--- src/rtl/tld_pkg.sv ---
// ---------------------------------------------------------------------------
// tld_pkg
// widths, constants and the queue word of the line dissimilarity unit
// ---------------------------------------------------------------------------
package tld_pkg;

   localparam int COORD_FRAC_BITS = 16;
   localparam int DIR_FRAC_BITS   = 14;

   localparam int COORD_W = 32;
   localparam int DIR_W   = 16;
   localparam int CD_W    = COORD_W + 1;              // center offset
   localparam int ABS_W   = 2 * DIR_FRAC_BITS + 1;    // clamped |cos|
   localparam int ONE     = 1 << (2 * DIR_FRAC_BITS);
   localparam int PERP_LIMIT = (ONE + 99999999) / 100000000;
   localparam int RND     = 1 << (DIR_FRAC_BITS - 1);

   localparam int PROJ_W  = DIR_W + CD_W + 2;         // sum of three products
   localparam int T_W     = PROJ_W - DIR_FRAC_BITS;
   localparam int PR_W    = T_W + DIR_W;
   localparam int R_W     = PR_W - DIR_FRAC_BITS;
   localparam int V_W     = R_W + 1;
   localparam int HALF_W  = V_W / 2;
   localparam int SQ_W    = 2 * V_W + 2;
   localparam int ROOT_W  = SQ_W / 2;
   localparam int TAN_W   = 2 * ABS_W - 1;
   localparam int DIST_SHIFT = 32 - COORD_FRAC_BITS;
   localparam int QUO_W   = ROOT_W + DIST_SHIFT;

   localparam int SCALE_W = 32;
   localparam logic [SCALE_W-1:0] SCALE_RESET = 32'd65536;

   localparam int RES_W = 48;
   localparam logic [RES_W-1:0] SAT48       = {RES_W{1'b1}};
   localparam logic [RES_W-1:0] PERP_RESULT = 48'd6553600000000;

   localparam int QDEPTH = 4;

   typedef struct packed {
      logic [2:0][CD_W-1:0]  d12;
      logic [2:0][DIR_W-1:0] u;
      logic [2:0][DIR_W-1:0] w;
      logic [ABS_W-1:0]      absc;
      logic                  perp;
   } tld_entry_type;

endpackage

--- src/rtl/tld_front.sv ---
// ---------------------------------------------------------------------------
// tld_front
// takes input words, forms center offsets and cosine, flags perpendicular
// ---------------------------------------------------------------------------
module tld_front
   import tld_pkg::*;
(
   input  logic          clock,
   input  logic          reset,
   input  logic          req_tvalid,
   output logic          req_tready,
   input  logic [287:0]  req_tdata,
   input  logic          q_full,
   output logic          push,
   output tld_entry_type push_entry
);

   logic          vld_ff;
   tld_entry_type entry_ff;
   tld_entry_type entry_in;
   logic          adv;

   assign adv        = !vld_ff || !q_full;
   assign req_tready = adv;
   assign push       = vld_ff && !q_full;
   assign push_entry = entry_ff;

   always_comb begin
      logic signed [COORD_W-1:0] c1;
      logic signed [COORD_W-1:0] c2;
      logic signed [CD_W-1:0]    diff;
      logic signed [COORD_W-1:0] uw;
      logic signed [33:0]        cosv;
      logic [33:0]               mag;
      cosv     = '0;
      entry_in = '0;
      for (int i = 0; i < 3; i++) begin
         c1   = $signed(req_tdata[i*COORD_W +: COORD_W]);
         c2   = $signed(req_tdata[144 + i*COORD_W +: COORD_W]);
         diff = CD_W'(c2) - CD_W'(c1);
         entry_in.d12[i] = diff;
         entry_in.u[i]   = req_tdata[96 + i*DIR_W +: DIR_W];
         entry_in.w[i]   = req_tdata[240 + i*DIR_W +: DIR_W];
         uw   = COORD_W'($signed(req_tdata[96 + i*DIR_W +: DIR_W]))
              * COORD_W'($signed(req_tdata[240 + i*DIR_W +: DIR_W]));
         cosv = cosv + 34'(uw);
      end
      mag = cosv[33] ? 34'(-cosv) : 34'(cosv);
      if (mag > 34'(ONE)) begin
         entry_in.absc = ABS_W'(ONE);
      end else begin
         entry_in.absc = mag[ABS_W-1:0];
      end
      entry_in.perp = entry_in.absc < ABS_W'(PERP_LIMIT);
   end

   always_ff @(posedge clock) begin
      if (reset) begin
         vld_ff <= 1'b0;
      end else if (adv) begin
         vld_ff <= req_tvalid;
      end
   end

   always_ff @(posedge clock) begin
      if (adv) begin
         entry_ff <= entry_in;
      end
   end

endmodule

--- config.mk ---
export PLATFORM = sky130hd
export DESIGN_NAME = tld_front
export DESIGN_NICKNAME = d
export VERILOG_FILES = /design/src/rtl/tld_pkg.sv /design/src/rtl/tld_front.sv
export SDC_FILE = /design/constraint.sdc
export NUM_CORES = 2
export LEC_CHECK = 0
export BUFFER_PORTS_ARGS = -buffer_cell sky130_fd_sc_hd__buf_2
export CAP_MARGIN = 20
export CORE_MARGIN = 3
export CORE_UTILIZATION = 62
export DETAILED_ROUTE_END_ITERATION = 6
export PLACE_DENSITY_LB_ADDON = 0.3
export SKIP_CTS_REPAIR_TIMING = 1
export SYNTH_ARGS = -nofsm -noshare
export SYNTH_HDL_FRONTEND = slang
export SYNTH_SLANG_ARGS = --single-unit
--- constraint.sdc ---
create_clock -name clock -period 12.7 [get_ports clock]
set_input_delay 0.635 -clock clock [delete_from_list [all_inputs] [get_ports clock]]
set_output_delay 0.635 -clock clock [all_outputs]
set_load 0.05 [all_outputs]
-- Word-level counts from Yosys, hierarchy flattened
Index checks and enable logic that the tools add are counted.
- bits in registers: 226
- bits of input ports: 292
- word-level logic and storage cells: 29
- $add $sub $neg: 6
- $mul: 3
- $lt $le $gt $ge: 2
- mux-type cells: 2
- reduce and logical (&&, ||, !) cells: 4
- operators by type and width (kind ; number):
    $sub A32 B32 Y33 ; 3
    $mul A16 B16 Y32 ; 3
    $add A33 B32 Y34 ; 1
    $gt A34 B29 Y1 const B ; 1
    $mux W34 ; 1
    $neg A34 Y34 ; 1
    $add A32 B32 Y33 ; 1
    $lt A29 B2 Y1 const B ; 1
    $mux W29 ; 1
    $logic_not A1 Y1 ; 2
    $logic_and A1 B1 Y1 ; 1
    $logic_or A1 B1 Y1 ; 1

-- Logic depth before layout (Yosys ltp)
- depth after elaboration: 8
- depth in mapped cells: 39

-- Worst setup path after synthesis
Ideal clock, no wire load.
- kind: in2reg
- start point: input port req_tdata[272]
- end point: register entry_ff (netlist bit push_entry[8]), data pin
- setup time: 253 ps
- arrival time: 9416 ps
- path slack: 3031 ps
- stages: 32
- buffers on the path: 2
- path through: and2_1 > inv_1 > fa_1 > inv_1 > fa_1 > inv_1 > fa_1 > fa_1 > inv_1 > fa_1 > fa_1 > fa_1 > fa_1 > inv_1 > fa_1 > inv_1 > ha_1 > and3_1 > nand2_1 > and4b_1 > or2_1 > o2111a_1 > a211oi_1 > nand4_1 > nor4_1 > mux2_1 > a31oi_1 > o32a_1 > buf_2 > buf_6 > nand2_1 > nor2_2
- RTL lines (item ; RTL line ; text):
    start: declaration ; tld_front.sv:12 ; input logic [287:0] req_tdata,
    end signal: assignment ; tld_front.sv:67 ; entry_ff <= entry_in;
    end: declaration ; tld_front.sv:19 ; tld_entry_type entry_ff;

==> reports/qor.txt <==
Mean Syn Cell Area -> 9.869 um2
Setup crit end -> push_entry[0]
Clock Skews -> 0.01701 ns
Starting Density -> 0.6287
critical path depth in cells -> 31
CTS root buf -> clkbuf_16
Final nets -> 6441
largest net degree at the start of global routing -> 62
CP dominant cell by count -> fa_1
TritonCTS clock tree -> done
critical path startpoint category -> input pin
Remaining Overflow, GRT -> 0
Required @ worst endpoint -> 13.11 ns
worst slew pin tran -> 0.9947 ns
Antenna Violating Nets Remaining -> 0
Core ar. -> 70390 um2
P&R area growth vs syn -> 9.475%
GPL Wtd Cong -> 0.9606
CP max stage cell -> o32a_1
slew margin rel. -> 0.3360
distinct cell type count after synthesis -> 87
clock latency on the worst-skew pair -> 0.59 ns
maxcap violations -> 0
Post-synth EDFFs -> 225
DR WL/cell -> 19.85 um
Post-Syn Instances -> 4484
H-Tree Depth -> 1
CP startpoint -> req_tdata[143]
Synthesized Nets -> 6009
die height -> 273.2 um
Synth async-reset ratio -> 0
total die area -> 74620 um2
R2R Path End -> push_entry[53]
CTS buffer count -> 27
crit path DAT -> 11.19 ns
Detailed Route Iter0 Violations -> 2112
most frequent cells in the layout -> inv_1 (1132), fa_1 (935), buf_2 (518)
status -> complete, no violations
RSZ-0062 raised after global routing -> no
WS Path Type -> in -> reg
FMAX -> 92.80 MHz
drt via density -> 5.505
synth warn -> 0
row count -> 97
Period minus WS final -> 10.78 ns
# DRC -> 0
WL final -> 116700 um
flop2flop setup slack -> 10.11 ns
final slew viol count -> 0
TNS Setup -> 0 ns
worst-path maximum fanout -> 28
crit share post-route -> 0.8485
Placed Area -> 47590 um2
# port buffers -> 518
RR Startpoint -> vld_ff
total track usage -> 0.3197
Final HPWL DP -> 99340 um
share of cells above drive strength 1 -> 0.1246
Max clock buf depth -> 3
Fin. Hold Viols -> 0
via count -> 32.36k
top_reg_cell synth -> edfxtp_1
clk sink count -> 226
Hold/Removal Path Class -> in -> reg
initial antenna violation count -> 10
Post-Layout Inst Area -> 48450 um2
Top delay family on crit path -> adder cells
Crit path buffers/inverters -> 7
Syn Std Cell Area -> 44250 um2
Reg2Reg Depth -> 3
# IOs -> 519
most common cell after layout, fill and taps aside -> inv_1
first-pass iteration count of the detailed router -> 6
Die Wd -> 273.2 um
final setup fails -> 0
global-route wire length before repair -> 184000 um
Critical Path Sink Type -> flop
Clock transition at path regs -> 0.06 ns
vias in the first global route -> 34.69k
post-synthesis register bit count -> 226
CP peak stage delay -> 0.84 ns
register area share after synthesis -> 0.1531
==> Yosys cell counts, types with 13 or more instances <==
cell,n,share of area
a211oi_1,18,0.0031
or3_1,15,0.0021
xor2_1,33,0.0065
nor2_1,129,0.011
inv_1,1132,0.096
and2_1,421,0.060
edfxtp_1,225,0.15
nor2_2,20,0.0028
nor2b_1,25,0.0035
clkbuf_1,108,0.0092
o21ai_0,63,0.0071
o21ai_1,13,0.0015
o21a_1,21,0.0036
ha_1,298,0.084
nand2_1,411,0.035
a31oi_1,13,0.0018
nand2b_1,60,0.0085
o21bai_1,14,0.0024
nand3_1,43,0.0049
nor3_1,45,0.0051
and3_1,19,0.0027
fa_1,935,0.42
xnor2_1,111,0.022
a21o_1,38,0.0064
a21oi_1,90,0.010
==> worst register-to-register path: cells and delay by family, from the launching register on <==
family / cells / cell delay, ns
buf+inv: 2 / 1.40
simple gates: 1 / 0.45
flops: 1 / 0.34
==> registers in the layout, indices dropped and copies added, names as in the netlist <==
name and cells:
vld_ff 1, push_entry 225
==> metal layers <==
layer,up-vias,track usage,share of wire
met5,-,0,0.00040
met4,6,0.1836,0.068
met3,368,0.04618,0.068
met2,1292,0.5541,0.50
met1,16280,0.3825,0.36
li1,14410,-,-
==> metrics by stage <==
stage	cells	hold slack [ns]	utilization	setup WS (ns)
final	5879	0.2121	0.6882	1.924
after global routing	5878	0.2023	0.6882	1.288
after CTS	5875	0.1758	0.6881	2.068
after detailed placement	5827	0.5447	0.6761	1.490
after global placement	5827	0.5391	0.6761	1.801
after floorplan	4484	0.4653	-	3.031
==> cells by family after synthesis <==
logic type	count (synthesis)	share of synthesized area
and+or+nand+nor	1248	0.1456
xor gates and xnor gates	146	0.02938
adders and majority gates	1233	0.5072
AOI/OAI and AO/OA	369	0.05593
muxes	6	0.001385
buffers and inverters	1256	0.1073
DFF	226	0.1531
==> how the worst min path moves through the flow <==
stage	from	to	slack (ns)	cells after the start
finish	reset	vld_ff	0.21	2
floorplan	vld_ff	vld_ff	0.47	2
detailed placement	vld_ff	vld_ff	0.54	2
global placement	vld_ff	vld_ff	0.54	2
global route	reset	vld_ff	0.20	2
CTS	reset	vld_ff	0.18	2
==> layout make-up <==
class                           count  area, um2
Clock inverter                     20      166.4
Multi-Input combinational cell   3002      32740
Timing Repair Buffer              524       2638
Antenna cell                        4      10.01
Fill cell                        5338      21950
Tap cell                          940       1176
Inverter                         1135       4260
Clock buffer                       28      679.4
Sequential cell                   226       6777
Power is not shown: default switching activity piles up to over one toggle a cycle in this logic, so the estimate is an artifact.
