--- src/rtl/tld_pkg.sv ---
// ---------------------------------------------------------------------------
// tld_pkg
// widths, constants and the queue word of the line dissimilarity unit
// ---------------------------------------------------------------------------
package tld_pkg;

   localparam int COORD_FRAC_BITS = 16;
   localparam int DIR_FRAC_BITS   = 14;

   localparam int COORD_W = 32;
   localparam int DIR_W   = 16;
   localparam int CD_W    = COORD_W + 1;              // center offset
   localparam int ABS_W   = 2 * DIR_FRAC_BITS + 1;    // clamped |cos|
   localparam int ONE     = 1 << (2 * DIR_FRAC_BITS);
   localparam int PERP_LIMIT = (ONE + 99999999) / 100000000;
   localparam int RND     = 1 << (DIR_FRAC_BITS - 1);

   localparam int PROJ_W  = DIR_W + CD_W + 2;         // sum of three products
   localparam int T_W     = PROJ_W - DIR_FRAC_BITS;
   localparam int PR_W    = T_W + DIR_W;
   localparam int R_W     = PR_W - DIR_FRAC_BITS;
   localparam int V_W     = R_W + 1;
   localparam int HALF_W  = V_W / 2;
   localparam int SQ_W    = 2 * V_W + 2;
   localparam int ROOT_W  = SQ_W / 2;
   localparam int TAN_W   = 2 * ABS_W - 1;
   localparam int DIST_SHIFT = 32 - COORD_FRAC_BITS;
   localparam int QUO_W   = ROOT_W + DIST_SHIFT;

   localparam int SCALE_W = 32;
   localparam logic [SCALE_W-1:0] SCALE_RESET = 32'd65536;

   localparam int RES_W = 48;
   localparam logic [RES_W-1:0] SAT48       = {RES_W{1'b1}};
   localparam logic [RES_W-1:0] PERP_RESULT = 48'd6553600000000;

   localparam int QDEPTH = 4;

   typedef struct packed {
      logic [2:0][CD_W-1:0]  d12;
      logic [2:0][DIR_W-1:0] u;
      logic [2:0][DIR_W-1:0] w;
      logic [ABS_W-1:0]      absc;
      logic                  perp;
   } tld_entry_type;

endpackage

--- src/rtl/tld_queue.sv ---
// ---------------------------------------------------------------------------
// tld_queue
// short fifo between front and back
// ---------------------------------------------------------------------------
module tld_queue
   import tld_pkg::*;
#(
   parameter int DEPTH = QDEPTH
)
(
   input  logic          clock,
   input  logic          reset,
   input  logic          push,
   input  tld_entry_type push_entry,
   input  logic          pop,
   output logic          full,
   output logic          nonempty,
   output tld_entry_type head
);

   localparam int PW = $clog2(DEPTH);
   localparam int CW = $clog2(DEPTH + 1);

   tld_entry_type mem_ff [DEPTH];
   logic [PW-1:0] wr_ff, wr_in;
   logic [PW-1:0] rd_ff, rd_in;
   logic [CW-1:0] cnt_ff, cnt_in;
   logic          do_pop;

   assign full     = cnt_ff == CW'(DEPTH);
   assign nonempty = cnt_ff != '0;
   assign head     = mem_ff[rd_ff];
   assign do_pop   = pop && nonempty;

   always_comb begin
      wr_in  = wr_ff;
      rd_in  = rd_ff;
      cnt_in = cnt_ff;
      if (push) begin
         wr_in = (wr_ff == PW'(DEPTH - 1)) ? '0 : wr_ff + 1'b1;
      end
      if (do_pop) begin
         rd_in = (rd_ff == PW'(DEPTH - 1)) ? '0 : rd_ff + 1'b1;
      end
      if (push && !do_pop) begin
         cnt_in = cnt_ff + 1'b1;
      end else if (do_pop && !push) begin
         cnt_in = cnt_ff - 1'b1;
      end
   end

   always_ff @(posedge clock) begin
      if (reset) begin
         wr_ff  <= '0;
         rd_ff  <= '0;
         cnt_ff <= '0;
      end else begin
         wr_ff  <= wr_in;
         rd_ff  <= rd_in;
         cnt_ff <= cnt_in;
      end
   end

   always_ff @(posedge clock) begin
      if (push) begin
         mem_ff[wr_ff] <= push_entry;
      end
   end

endmodule

--- config.mk ---
export PLATFORM = sky130hd
export DESIGN_NAME = tld_queue
export DESIGN_NICKNAME = d
export VERILOG_FILES = /design/src/rtl/tld_pkg.sv /design/src/rtl/tld_queue.sv
export SDC_FILE = /design/constraint.sdc
export NUM_CORES = 1
export LEC_CHECK = 0
export BUFFER_PORTS_ARGS = -buffer_cell sky130_fd_sc_hd__buf_2
export CAP_MARGIN = 10
export CORE_MARGIN = 3
export CORE_UTILIZATION = 50
export CTS_CLUSTER_SIZE = 20
export DETAILED_ROUTE_END_ITERATION = 12
export PLACE_DENSITY = 0.71
export REMOVE_ABC_BUFFERS = 1
export SLEW_MARGIN = 20
export SYNTH_ARGS = -nofsm -noshare
export SYNTH_HDL_FRONTEND = slang
export SYNTH_SLANG_ARGS = --single-unit
--- constraint.sdc ---
create_clock -name clock -period 16.4 [get_ports clock]
set_input_delay 1.64 -clock clock [delete_from_list [all_inputs] [get_ports clock]]
set_output_delay 1.64 -clock clock [all_outputs]
set_load 0.005 [all_outputs]
Yosys cells after proc, flatten, opt, wreduce, memory -nomap -nowiden
Memory sizes are Yosys's and may differ from the RTL's. A register that Yosys moved wholly into a read port is not among the register bits.
Cells that the tools add are included.
- add/subtract/negate cells: 4
- equality and inequality tests: 3
- multiplexer cells: 8
- reductions and logical operators: 7
- operators with widths (cell ; number):
    $mux W2 ; 4
    $mux W3 ; 2
    $add A2 B1 Y2 const B ; 2
    $eq A2 B2 Y1 const B ; 2
    $add A3 B1 Y3 const B ; 1
    $eq A3 B3 Y1 const B ; 1
    $logic_and A1 B1 Y1 ; 3
    $reduce_bool A3 Y1 ; 1
    $sub A3 B1 Y3 const B ; 1
    $logic_not A1 Y1 ; 2
    $mux W1 ; 2
    $reduce_bool A2 Y1 ; 1
- flip-flop bits (word level): 7
- RAM bits: 900
- input port bits: 229
- output and inout port bits: 227
- word-level logic and storage cells: 26
- memories kept: 1
- memories (name ; depth ; bits a word ; rd ports ; clocked after memory_dff ; write ports ; line ; text):
    mem_ff ; 4 ; 225 ; 1 ; 1 ; 1 ; tld_queue.sv:24 ; tld_entry_type mem_ff [DEPTH];

Longest topological paths before layout
Gate-level depths: netlist of run 1.
- depth in word-level cells: 5
- mapped depth: 7
- gate-level depth less buffers: 7

Worst setup path after synthesis of run 1
No wires, ideal clock.
- path type: input-to-reg
- start: input push
- end: memory mem_ff[0][0] (netlist bit) (enable)
- library setup time: 613 ps
- arrival: 6735 ps
- data required time: 15787 ps
- slack: 9052 ps
- stages on the path: 1
- buffers on the path: 0
- path through: and2_1
- cells in the longest elaborated chain, start to end: 2
- RTL lines (element ; line ; text):
    start: declaration ; tld_queue.sv:13 ; input logic push,
    $mux W1 ; tld_queue.sv:65 ; if (push) begin
    $mux W1 (not written as such) ; tld_queue.sv:66 ; mem_ff[wr_ff] <= push_entry;
    end: declaration ; tld_queue.sv:24 ;
No other way between the ends.

==> results.json, run 1 <==
{
  "slowest_stage": "dfxtp_4",
  "rsz0062_at_grt": "no",
  "hold_viol_final": 0,
  "gp_congestion": 0.759,
  "grt_pass1_wl_um": 99500,
  "synth_compound_area_share_pct": 0.0685,
  "syn_to_final_growth_pct": 18.8,
  "grt_start_max_net_pins": 112,
  "hold_buffers": 0,
  "worstMarginPinSlew_ps": 1100,
  "startpoint_type": "flip-flop",
  "netlist.area_leader.share_pct": 82.2,
  "rows": 93,
  "start_util_pct": 50.7,
  "vdd_drop_max_mv": 0.114,
  "nets": 1971,
  "drt_iter0_drc": 1235,
  "crit_arrival_ps": 3840,
  "finish.utilization_pct": 60.3,
  "io_pins": 456,
  "grt_pass1_vias": 15900,
  "antenna_found_initial": 20,
  "power_density_mw_per_mm2": 145,
  "cts_buffers": 90,
  "vias_per_cell": 5.54,
  "final_max_slew_viol_count": 0,
  "crit_required_ps": 14760,
  "die_x_um": 262,
  "period_needed_ps": 5480,
  "cp-end-kind": "primary output",
  "critPathMaxStageDelay_ps": 900,
  "clock_skew_ps": 17.2,
  "synth.largest_area_cell": "edfxtp_1",
  "cts_root_buffer": "clkbuf_16",
  "status": "complete, no violations",
  "htree_levels": 3,
  "synthAdderAreaFrac_pct": 0.289,
  "worst-path-buf-inv": 3,
  "tns_ps": 0,
  "wl_um": 65100,
  "die_h_um": 262,
  "synth-seq-area-share_pct": 82.7,
  "drt_first_pass_iters": 5,
  "async_reset_ff_share_pct": 0,
  "hpwl_um": 39200,
  "critPathMaxFanout": 42,
  "syn_area_mm2": 0.0329,
  "drive_gt1_share_pct": 46.3,
  "drc": 0,
  "min_period_over_period_pct": 33.4,
  "synthXorXnorAreaFrac_pct": 0.0533,
  "cp_common_cell": "buf_4",
  "cts.sinks": 909,
  "worstSkewPairLatency_ps": 620,
  "cts_setup_buffers": 0,
  "cts-resized-gates": 0,
  "ys_ff_latch": 909,
  "crit_chain": "buf_4, buf_4, mux4_2, buf_2",
  "grt.overflow.total": 0,
  "synthFlopType": "edfxtp_1",
  "synth_top_family_by_area": "multiplexers",
  "yosysWarnings": 0,
  "clkSlewWorstSetupHoldPaths_ps": 60,
  "io_buffers": 455,
  "synth_edf_count": 900,
  "final_common_cell": "edfxtp_1",
  "setup_violations": 0,
  "nFillCells": 4442,
  "grt_usage_pct": 19.0,
  "clock_path_buffers": 3,
  "ant_nets": 0,
  "dieArea_mm2": 0.0689,
  "netlist_instances": 1219,
  "final_cell_mix": "900 x edfxtp_1, 455 x buf_2, 225 x mux4_2, 91 x clkbuf_16, 24 x clkinv_1",
  "cap_viol_max_count": 0,
  "fmax_mhz": 183,
  "synth_area_leaders": "edfxtp_1 82%, mux4_2 15%, buf_6 0.62%, dfxtp_1 0.55%, buf_2 0.38%",
  "worstSetupPathType": "reg -> out",
  "core_mm2": 0.0648,
  "synthMuxAreaShare_pct": 15.5,
  "avgSynthCellArea_um2": 27.0,
  "relSlewSlack_pct": 26.5,
  "wl_per_cell_um": 24.3,
  "leakagePower_nw": 13.0,
  "finalPower_mw": 5.66,
  "vias": 14800,
  "cts_tree": "built",
  "min_path_type": "reg -> reg",
  "synth_cell_types": 20,
  "synth_simple_gate_area_share_pct": 0.236,
  "critical_path.top_delay_family": "buffers and inverters"
}
[Yosys cell counts (3+ instances only)]
master / n
and2_1: 4
or3_1: 3
ha_1: 6
dfxtp_1: 9
clkbuf_1: 6
buf_6: 18
mux2i_1: 4
edfxtp_1: 900
nor2_1: 6
inv_1: 3
buf_2: 25
mux4_2: 225
[kinds of logic (layout without fill, tap and decap cells)]
logic type                 after synthesis  in the layout
buffers and inverters                   53            641
AOI/OAI and AO/OA                        4              4
DFF                                    909            909
adders and majority gates                7              7
xor gates and xnor gates                 2              2
muxes                                  229            229
and+or+nand+nor                         15             15
other                                    0             17
[per-stage QoR]
| step | hold slack (ps) | cell area [um2] | worst slack [ps] | cells |
|---|---|---|---|---|
| 5_1_grt | 546 | 39100 | 10470 | 2675 |
| 3_5_place_dp | 494 | 36000 | 11390 | 2497 |
| 4_1_cts | 503 | 39000 | 10710 | 2661 |
| 3_3_place_gp | 462 | 36000 | 11370 | 2497 |
| 2_1_floorplan | 456 | 32500 | 4780 | 1169 |
| 6_report | 499 | 39100 | 10920 | 2679 |
[final timing paths]
path                          from                       end  slack (ps)  cells past startpoint
min          rd_ff[0]$_SDFFE_PP0P_                 flip-flop         500                      2
max                      flip-flop                 head[213]       10920                      4
min reg2reg  rd_ff[0]$_SDFFE_PP0P_                 flip-flop         500                      2
max reg2reg  wr_ff[0]$_SDFFE_PP0P_  mem_ff[2][103]$_DFFE_PP_       12850                      5
[registers in the layout, summed over array words and instances, names as in the netlist, named ones only]
name / count
cnt_ff: 3
mem_ff: 900
rd_ff: 2
wr_ff: 2
[tightest hold or removal path, cell delays in order, from the launching register on]
cell and delay (ps):
dfxtp_1 320, nand2_1 60, a21oi_1 70
[where the power goes]
group | leakage, nW | switching, mW | total, mW | internal, mW
Combinational | 3.22 | 0.432 | 0.905 | 0.473
Clock | 1.42 | 0.837 | 2.03 | 1.19
Sequential | 8.34 | 0.0557 | 2.73 | 2.67
[routing by layer]
metal	part of all wire, %	global-route usage (%)
met5	0.066	0
met4	3.0	7.58
met3	7.5	5.25
met2	52	31.3
met1	38	24.2
[area by class of cell]
cell class / count / area, um2 / share of cell area [%]
sequential: 909 / 27200 / 69.6
multi-input combinational: 257 / 5330 / 13.6
timing repair buffer: 474 / 2450 / 6.27
clock buffer: 100 / 2310 / 5.91
tap: 855 / 1070 / 2.74
clock inverter: 64 / 652 / 1.67
antenna: 17 / 42.5 / 0.109
inverter: 3 / 11.3 / 0.0288
Power figures use the tool's default switching activity.
==> run 2, diff against run 1 <==
- clock period: 16.4 -> 5.3 ns (I/O delays scaled with it)
==> results.json, run 2 (synthesis results as in run 1) <==
{
  "die_h_um": 262,
  "io_buffers": 455,
  "finish.utilization_pct": 60.5,
  "cts_tree": "built",
  "worstSkewPairLatency_ps": 610,
  "worstMarginPinSlew_ps": 1040,
  "cts_buffers": 91,
  "final_max_slew_viol_count": 0,
  "crit_arrival_ps": 2990,
  "final_common_cell": "edfxtp_1",
  "clock_skew_ps": 12.8,
  "core_mm2": 0.0648,
  "crit_required_ps": 4770,
  "hpwl_um": 39100,
  "nets": 1970,
  "cts.sinks": 909,
  "period_needed_ps": 3520,
  "drt_iter0_drc": 1178,
  "wl_per_cell_um": 24.5,
  "wl_um": 65700,
  "p_comb_share_pct": 15.8,
  "switching_share_pct": 23.3,
  "cp-end-kind": "primary output",
  "critical_path.top_delay_family": "flip-flops",
  "status": "complete, no violations",
  "whs_ps": 125,
  "final_cell_mix": "900 x edfxtp_1, 455 x buf_2, 225 x mux4_2, 91 x clkbuf_16",
  "vias_per_cell": 5.56,
  "fin_cells": 2680,
  "nFillCells": 4455,
  "drive_gt1_share_pct": 46.3,
  "drt_first_pass_iters": 5,
  "place_ws_ps": 2320,
  "syn_to_final_growth_pct": 19.2,
  "worstSetupPathType": "reg -> out",
  "clkSlewWorstSetupHoldPaths_ps": 60,
  "power_density_mw_per_mm2": 450,
  "gp_congestion": 0.729,
  "cts_setup_buffers": 0,
  "cap_viol_max_count": 0,
  "htree_levels": 3,
  "startpoint_type": "flip-flop",
  "min_period_over_period_pct": 66.4,
  "start_util_pct": 50.7,
  "hold_viol_final": 0,
  "crit_chain": "buf_4, mux4_2, buf_2",
  "leakagePower_nw": 13.1,
  "internal_power_mw": 13.5,
  "registers.top_by_ff_count": "mem_ff",
  "vdd_drop_max_mv": 0.464,
  "drc": 0,
  "p_sw_mw": 4.11,
  "rsz0062_at_grt": "no",
  "grt_pass1_wl_um": 101000,
  "grt_pass1_vias": 15900,
  "dieArea_mm2": 0.0689,
  "p_seq_share_pct": 47.9,
  "cts_root_buffer": "clkbuf_16",
  "critPathMaxStageDelay_ps": 920,
  "fmax_mhz": 284,
  "antenna_found_initial": 19,
  "critPathMaxFanout": 40,
  "io_pins": 456,
  "largest_reg_flops": 900,
  "dpl.cell_count": 2496,
  "relSlewSlack_pct": 30.8,
  "setup_violations": 0,
  "die_x_um": 262,
  "vias": 14900,
  "slowest_stage": "dfxtp_4",
  "min_path_type": "in -> reg",
  "grt_usage_pct": 19.3,
  "hold_buffers": 0,
  "grt.overflow.total": 0,
  "grt_start_max_net_pins": 119,
  "setup_ws_ps": 1780,
  "clock_path_buffers": 3,
  "cts-resized-gates": 0,
  "ant_nets": 0,
  "p_clk_share_pct": 36.3,
  "worst-path-buf-inv": 2,
  "reg_top3": "mem_ff: 900 flops, cnt_ff: 3 flops",
  "rows": 93
}
## run 2: cell count changes in the layout (fill, tap and decap cells not counted), sizes merged
cell / previous run / this run
bufinv: 11 / 13
clkinvlp: 9 / 2
clkinv: 41 / 42
diode: 17 / 18
buf: 474 / 472
clkbuf: 100 / 103
inv: 6 / 9
## run 2: path summary, 6_finish.rpt
kind	slack (ps)	start	cells after the start	endpoint
setup / recovery	1780	flip-flop	3	head[122]
hold / removal	120	push_entry[189]	1	mem_ff[1][189]$_DFFE_PP_
setup reg to reg	2860	cnt_ff[0]$_SDFFE_PP0P_	7	cnt_ff[2]$_SDFFE_PP0P_
hold reg to reg	530	rd_ff[0]$_SDFFE_PP0P_	2	flip-flop
## run 2: power groups by stage
stage | sequential, mW | clock (mW) | combinational, mW
global placement | 8.58 | 0 | 2.84
floorplan | 8.85 | 0 | 1.78
CTS | 8.46 | 6.55 | 2.88
detailed placement | 8.61 | 0 | 2.86
finish | 8.44 | 6.40 | 2.79
global route | 8.48 | 6.85 | 3.02
## run 2: stage by stage
stage,TNS [ps],total power [mW],area (um2)
global placement,0,11.4,36200
floorplan,-2034410,10.6,32500
global route,0,18.4,39200
detailed placement,0,11.5,36200
CTS,0,17.9,39200
finish,0,17.6,39200
## run 2: layout make-up
cell class	count	area, um2	share of cell area [%]
sequential	909	27200	69.4
inverter	3	11.3	0.0287
clock buffer	103	2320	5.92
antenna	18	45.0	0.115
tap	855	1070	2.73
timing repair buffer	472	2540	6.48
multi-input combinational	257	5330	13.6
clock inverter	63	684	1.75
## run 2: layer usage
layer | up-vias | share of wire (%) | track usage (%)
li1 | 6393 | - | -
met1 | 7854 | 38 | 25.4
met2 | 529 | 51 | 31.6
met3 | 107 | 7.5 | 5.06
met4 | 12 | 2.6 | 6.77
met5 | - | 0.12 | 0
